**src/hdl/btp_pkg.sv**
```systemverilog
`timescale 1ns / 1ps
`default_nettype none

package btp_pkg;

	localparam int NUM_TYPES  = 8;
	localparam int TYPE_BITS  = 3;
	localparam int RATE_W     = 32;
	localparam int DRAW_W     = 16;
	localparam int FRAC_W     = 16;
	localparam int SLOT_W     = 4;
	localparam int FLAG_W     = 3;
	localparam int SUM_W      = RATE_W + 2;
	localparam int PROD_W     = SUM_W + DRAW_W;

	// pair table: 2 lanes (unbind, bind), row = {a, b, prior}
	localparam int PAIR_LANES = 2;
	localparam int PAIR_ROW_W = 2 * TYPE_BITS + 1;
	localparam int PAIR_ROWS  = 1 << PAIR_ROW_W;

	// triple table: 4 lanes (bind 12, bind 23, bind 13, none), row = {a, b, c, prior}
	localparam int TRI_LANES  = 4;
	localparam int TRI_ROW_W  = 3 * TYPE_BITS + 2;
	localparam int TRI_ROWS   = 1 << TRI_ROW_W;

	typedef enum logic [1:0] {
		MODE_WR_PAIR     = 2'd0,
		MODE_WR_TRIPLE   = 2'd1,
		MODE_PAIR_STEP   = 2'd2,
		MODE_TRIPLE_STEP = 2'd3
	} mode_t;

	typedef struct packed {
		mode_t                  mode;
		logic [TYPE_BITS-1:0]   index_a;
		logic [TYPE_BITS-1:0]   index_b;
		logic [TYPE_BITS-1:0]   index_c;
		logic [FLAG_W-1:0]      bound_flags;
		logic [FLAG_W-1:0]      link_flags;
		logic [DRAW_W-1:0]      draw;
		logic [SLOT_W-1:0]      rate_slot;
		logic [RATE_W-1:0]      rate_value;
	} in_item_t;

	typedef struct packed {
		logic after_12;
		logic after_23;
		logic after_13;
	} out_item_t;

	typedef struct packed {
		logic                valid;
		logic                triple;
		logic [FLAG_W-1:0]   link;
		logic [DRAW_W-1:0]   draw;
	} sel_ctrl_t;

	typedef logic [TRI_LANES-1:0][RATE_W-1:0] rate_quad_t;

endpackage

`default_nettype wire

```
**src/hdl/btp_select.sv**
```systemverilog
`timescale 1ns / 1ps
`default_nettype none

module btp_select (
	input  wire logic                 clk,
	input  wire logic                 arst_n,
	input  wire btp_pkg::sel_ctrl_t   ctrl,
	input  wire btp_pkg::rate_quad_t  rates,
	output logic                      strobe,
	output btp_pkg::out_item_t        result
);

	logic [btp_pkg::RATE_W-1:0]  r1, r2, r3, r4;

	logic                        v_s2, trip_s2;
	logic [btp_pkg::RATE_W-1:0]  c1_s2;
	logic [btp_pkg::RATE_W:0]    c2_s2;
	logic [btp_pkg::SUM_W-1:0]   c3_s2, t_s2;
	logic [btp_pkg::DRAW_W-1:0]  draw_s2;

	logic                        v_s3, trip_s3;
	logic [btp_pkg::RATE_W-1:0]  c1_s3;
	logic [btp_pkg::RATE_W:0]    c2_s3;
	logic [btp_pkg::SUM_W-1:0]   c3_s3;
	logic [btp_pkg::PROD_W-1:0]  x_s3;

	logic                        lt1, lt2, lt3;
	logic                        strobe_q;
	btp_pkg::out_item_t          result_q;

	// mask by link flags; a pair step uses the first two lanes unmasked
	always_comb begin
		r1 = (!ctrl.triple || ctrl.link[0]) ? rates[0] : '0;
		r2 = (!ctrl.triple || ctrl.link[1]) ? rates[1] : '0;
		r3 = (ctrl.triple && ctrl.link[2]) ? rates[2] : '0;
		r4 = ctrl.triple ? rates[3] : '0;
	end

	// stage 2: cumulative rates
	always_ff @(posedge clk or negedge arst_n) begin
		if (!arst_n) begin
			v_s2 <= 1'b0;
		end else begin
			v_s2 <= ctrl.valid;
		end
	end

	always_ff @(posedge clk) begin
		trip_s2 <= ctrl.triple;
		draw_s2 <= ctrl.draw;
		c1_s2   <= r1;
		c2_s2   <= {1'b0, r1} + {1'b0, r2};
		c3_s2   <= {2'b0, r1} + {2'b0, r2} + {2'b0, r3};
		t_s2    <= {2'b0, r1} + {2'b0, r2} + {2'b0, r3} + {2'b0, r4};
	end

	// stage 3: total times draw
	always_ff @(posedge clk or negedge arst_n) begin
		if (!arst_n) begin
			v_s3 <= 1'b0;
		end else begin
			v_s3 <= v_s2;
		end
	end

	always_ff @(posedge clk) begin
		trip_s3 <= trip_s2;
		c1_s3   <= c1_s2;
		c2_s3   <= c2_s2;
		c3_s3   <= c3_s2;
		x_s3    <= btp_pkg::PROD_W'(t_s2) * btp_pkg::PROD_W'(draw_s2);
	end

	// compare against cumulative rates scaled by the draw denominator
	assign lt1 = x_s3 < {2'b0, c1_s3, btp_pkg::FRAC_W'(0)};
	assign lt2 = x_s3 < {1'b0, c2_s3, btp_pkg::FRAC_W'(0)};
	assign lt3 = x_s3 < {c3_s3, btp_pkg::FRAC_W'(0)};

	always_ff @(posedge clk or negedge arst_n) begin
		if (!arst_n) begin
			strobe_q <= 1'b0;
		end else begin
			strobe_q <= v_s3;
		end
	end

	always_ff @(posedge clk) begin
		if (trip_s3) begin
			result_q.after_12 <= lt1;
			result_q.after_23 <= !lt1 && lt2;
			result_q.after_13 <= !lt1 && !lt2 && lt3;
		end else begin
			result_q.after_12 <= !lt1;
			result_q.after_23 <= 1'b0;
			result_q.after_13 <= 1'b0;
		end
	end

	assign strobe = strobe_q;
	assign result = result_q;

endmodule

`default_nettype wire

```
**config.mk**
```make
export PLATFORM = sky130hd
export DESIGN_NAME = btp_select
export DESIGN_NICKNAME = d
export VERILOG_FILES = /design/src/hdl/btp_pkg.sv /design/src/hdl/btp_select.sv
export SDC_FILE = /design/constraint.sdc
export NUM_CORES = 2
export LEC_CHECK = 0
export ABC_AREA = 1
export BUFFER_PORTS_ARGS = -buffer_cell sky130_fd_sc_hd__buf_4
export CORE_UTILIZATION = 50
export DETAILED_ROUTE_END_ITERATION = 12
export GPL_TIMING_DRIVEN = 0
export MAX_ROUTING_LAYER = met4
export PLACE_DENSITY = 0.74
export RECOVER_POWER = 25
export SYNTH_ARGS = -nofsm -noshare
export SYNTH_HDL_FRONTEND = slang
export SYNTH_SLANG_ARGS = --single-unit
```
**constraint.sdc**
```tcl
create_clock -name clk -period 6.9 [get_ports clk]
set_clock_uncertainty 0.1 [all_clocks]
set_input_delay 0.69 -clock clk [delete_from_list [all_inputs] [get_ports clk]]
set_output_delay 0.69 -clock clk [all_outputs]
set_load 0.1 [all_outputs]
```
==> metrics <==
DIE AREA 68500 um^2; worst r2r src t_s2[27]; core area 66200 um^2; Worst path slowest cell clkbuf_1; register area 5820 um^2; # DRC 0; Synth Cell Area 33800 um^2; Post-synth EDFFs 0; Worst Tran Pin Value 952 ps; Die W 262 um; total CTS buffers 31; status complete, no violations; IO Pins 155; routed vias 28611; CTS tree built; DP HPWL 89.7 mm; Worst path most repeated cell fa_1; worst setup path startpoint t_s2[27]; clock root buffer master clkbuf_16; Initial Utilization 51.0%; vias per inst 5.16; reg2reg setup slack 210 ps; Yosys cell types 46; Max Cap Viol 0; htree depth 1; FF-to-FF End x_s3[42]; Final Max Slew Viols 0; ant diodes 0; post-DR wirelength/cell 18.8 um; overall routing resource usage 32.3%; Crit Path Max Fanout 10; nature of the critical path endpoint flop; global-route wire length before repair 162 mm; Net Count, Synth 5420; Final Wtd Congestion 0.984; Pre-antenna DRT Iters 6; Top FF cell, synth dfxtp_1; sequential area share after synthesis 17.2%; number of global-route vias before repair 28408; Ys Warns 0; cells after synthesis 4479; area of the multi-input gates 23100 um^2; ys async rst share 1.03%; Final Hold Viols 0; ordered cell list for the critical path clkbuf_1 -> clkbuf_1 -> nand2_1 -> fa_1 -> inv_1 -> fa_1 -> inv_1 -> fa_1 -> inv_1 -> fa_1 -> fa_1 -> inv_1 -> fa_1 -> inv_1 -> ha_1 -> a21oi_1 -> o21ai_0 -> a21oi_1 -> nor2_1 -> nor3_1 -> nand3_1 -> xor2_1; Worst-path clk slew 80 ps; crit-path max cell delay 540 ps; PortBufs 154; Final Critical Period 6690 ps; RSZ-0062 raised after global routing true; Setup crit start kind flop; Tcrit/Tclk final 96.9%; Fmax achieved 0.149 GHz; Worst Path Arrival 7070 ps; CTS Buffer Depth 3; Crit Path Class flop to flop; capture point of the critical path x_s3[42]; total wire length 104 mm; Rows 94; Overflow after GRT 0; worst hold path class primary input to flop; share of layout cells above drive strength 1 6.30%; Slew headroom 36.1%; largest net degree at the start of global routing 17; Avg Synthesized Cell Area 7.54 um^2; Nets 5598; Die Ht 262 um; Layout area overhead 9.93%; worst hold slack 95.0 ps; final setup vio count 0; CTS sink cnt 290; Yosys reg bits 290; initial DRC count 2244; number of routed nets with antenna violations 0; Post-CTS Setup Bufs 0; worst r2r path cells 22; antenna violations before repair 2; CP Data Required Time 7280 ps; fill cell count 6339; clk_lat worst skew 610 ps
[repair_timing]
item	CTS	global route
hold endpoints to repair	3	0
hold buffers	1	0
resized for setup	3	86
setup endpoints to repair	23	26
[routing by layer]
layer / global-route usage [%] / share of wire [%] / vias up
li1: - / - / 13608
met1: 43.2 / 43 / 13754
met2: 51.2 / 46 / 1023
met3: 3.78 / 7.4 / 226
met4: 9.72 / 3.6 / 0
met5: - / 0 / -
[synth_stat cells (3+ instances only)]
cell,count,share of area [%]
nand2_1,1091,12
nor3_1,26,0.39
nand3_1,105,1.6
o21ai_0,93,1.4
xnor2_1,33,0.86
nor4_1,7,0.13
o21bai_1,18,0.40
fa_1,480,28
xor2_1,78,2.0
a31oi_1,7,0.13
ha_1,310,11
o21ai_2,5,0.13
dfrtp_1,3,0.22
o211ai_1,4,0.089
o21ai_1,4,0.059
dfxtp_1,287,17
a21boi_1,4,0.089
o21a_1,13,0.29
nor3_2,4,0.12
a21o_1,23,0.51
a21oi_1,218,3.2
nand2_2,10,0.19
clkinv_1,4,0.044
inv_1,1134,13
nor2_1,304,3.4
a211oi_1,5,0.11
nor2_2,6,0.11
nand4_1,29,0.54
clkbuf_1,138,1.5
a21boi_0,3,0.067
nor4_2,4,0.15
inv_2,9,0.10
[through the flow]
stage                     setup TNS, ps  cell area (um^2)  instances  setup slack, ps  util [%]
after floorplan                       0             33800       4479             1420         -
after global placement             -422             36000       5497            -94.8      54.4
after detailed placement          -1450             36000       5497             -173      54.4
after CTS                             0             37100       5555             28.3      56.0
after global routing              -5.35             37100       5545            -5.35      56.0
final                                 0             37100       5545              211      56.0
[worst max-delay path: cells and delay by family, from the launching register on]
family | cells | cell delay [ps]
AOI/OAI and AO/OA | 3 | 660
and+or+nand+nor | 4 | 610
buffers and inverters | 7 | 1260
xor gates and xnor gates | 1 | 180
DFF | 1 | 320
adders and majority gates | 7 | 3400
[kinds of logic after synthesis]
family                   Yosys count  synth area share, %
AO/OA/AOI/OAI                    407                 6.74
XOR/XNOR                         111                 2.88
adder cells (fa/ha/maj)          790                 40.0
buffers and inverters           1287                 14.3
flip-flops                       290                 17.2
AND/OR/NAND/NOR                 1594                 18.9
[how the worst min path moves through the flow]
stage	startpoint	end	slack, ps	cells past startpoint
final	ctrl[10]	draw_s2[10]	90	1
after global routing	ctrl[10]	draw_s2[10]	90	1
after CTS	ctrl[10]	draw_s2[10]	60	1
after detailed placement	c1_s2[16]	c1_s3[16]	210	0
after global placement	c3_s2[23]	c3_s3[23]	210	0
after floorplan	c1_s2[0]	c1_s3[0]	210	0
[registers in the layout (all words and copies together) (netlist names)]
name / cells
v_s3: 1
c1_s2: 32
c2_s3: 33
x_s3: 34
t_s2: 34
c3_s2: 34
trip_s2: 1
draw_s2: 16
v_s2: 1
result: 3
c1_s3: 32
strobe: 1
c3_s3: 34
trip_s3: 1
c2_s2: 33
[area by class of cell]
type                    count  share of cell area, %
multi-input cells        2902                   62.3
inverters                1147                   11.6
well taps                 864                   2.91
clock inverters            20                  0.742
clock buffers              37                   2.21
plain buffers             130                   1.47
flip-flops and latches    290                   15.7
repair buffers            155                   3.12
[placed cells by master, fill, tap and decap left out, drive strengths merged]
master       count
o31ai            1
nor3            30
buf            138
a21o            23
o21a            13
dfrtp            3
bufinv           5
o2111ai          2
nor2           310
clkinvlp         2
xor2            78
a21oi          219
ha             310
dfxtp          287
a21boi           7
o221ai           2
inv           1147
clkbuf         183
a31o             2
nor3b            1
dlygate4sd3      1
and3             1
nand3          106
or2              2
and2             1
clkinv          13
a31oi            7
o311ai           1
nor4            11
xnor2           33
a211oi           5
nand4           29
o211ai           4
nand2         1101
fa             480
o22ai            1
nand3b           2
o21ai          102
o21bai          18
Power is left out: the tool's default activity adds up to more than one toggle a clock period on the data nets, which glitch-free logic cannot reach.
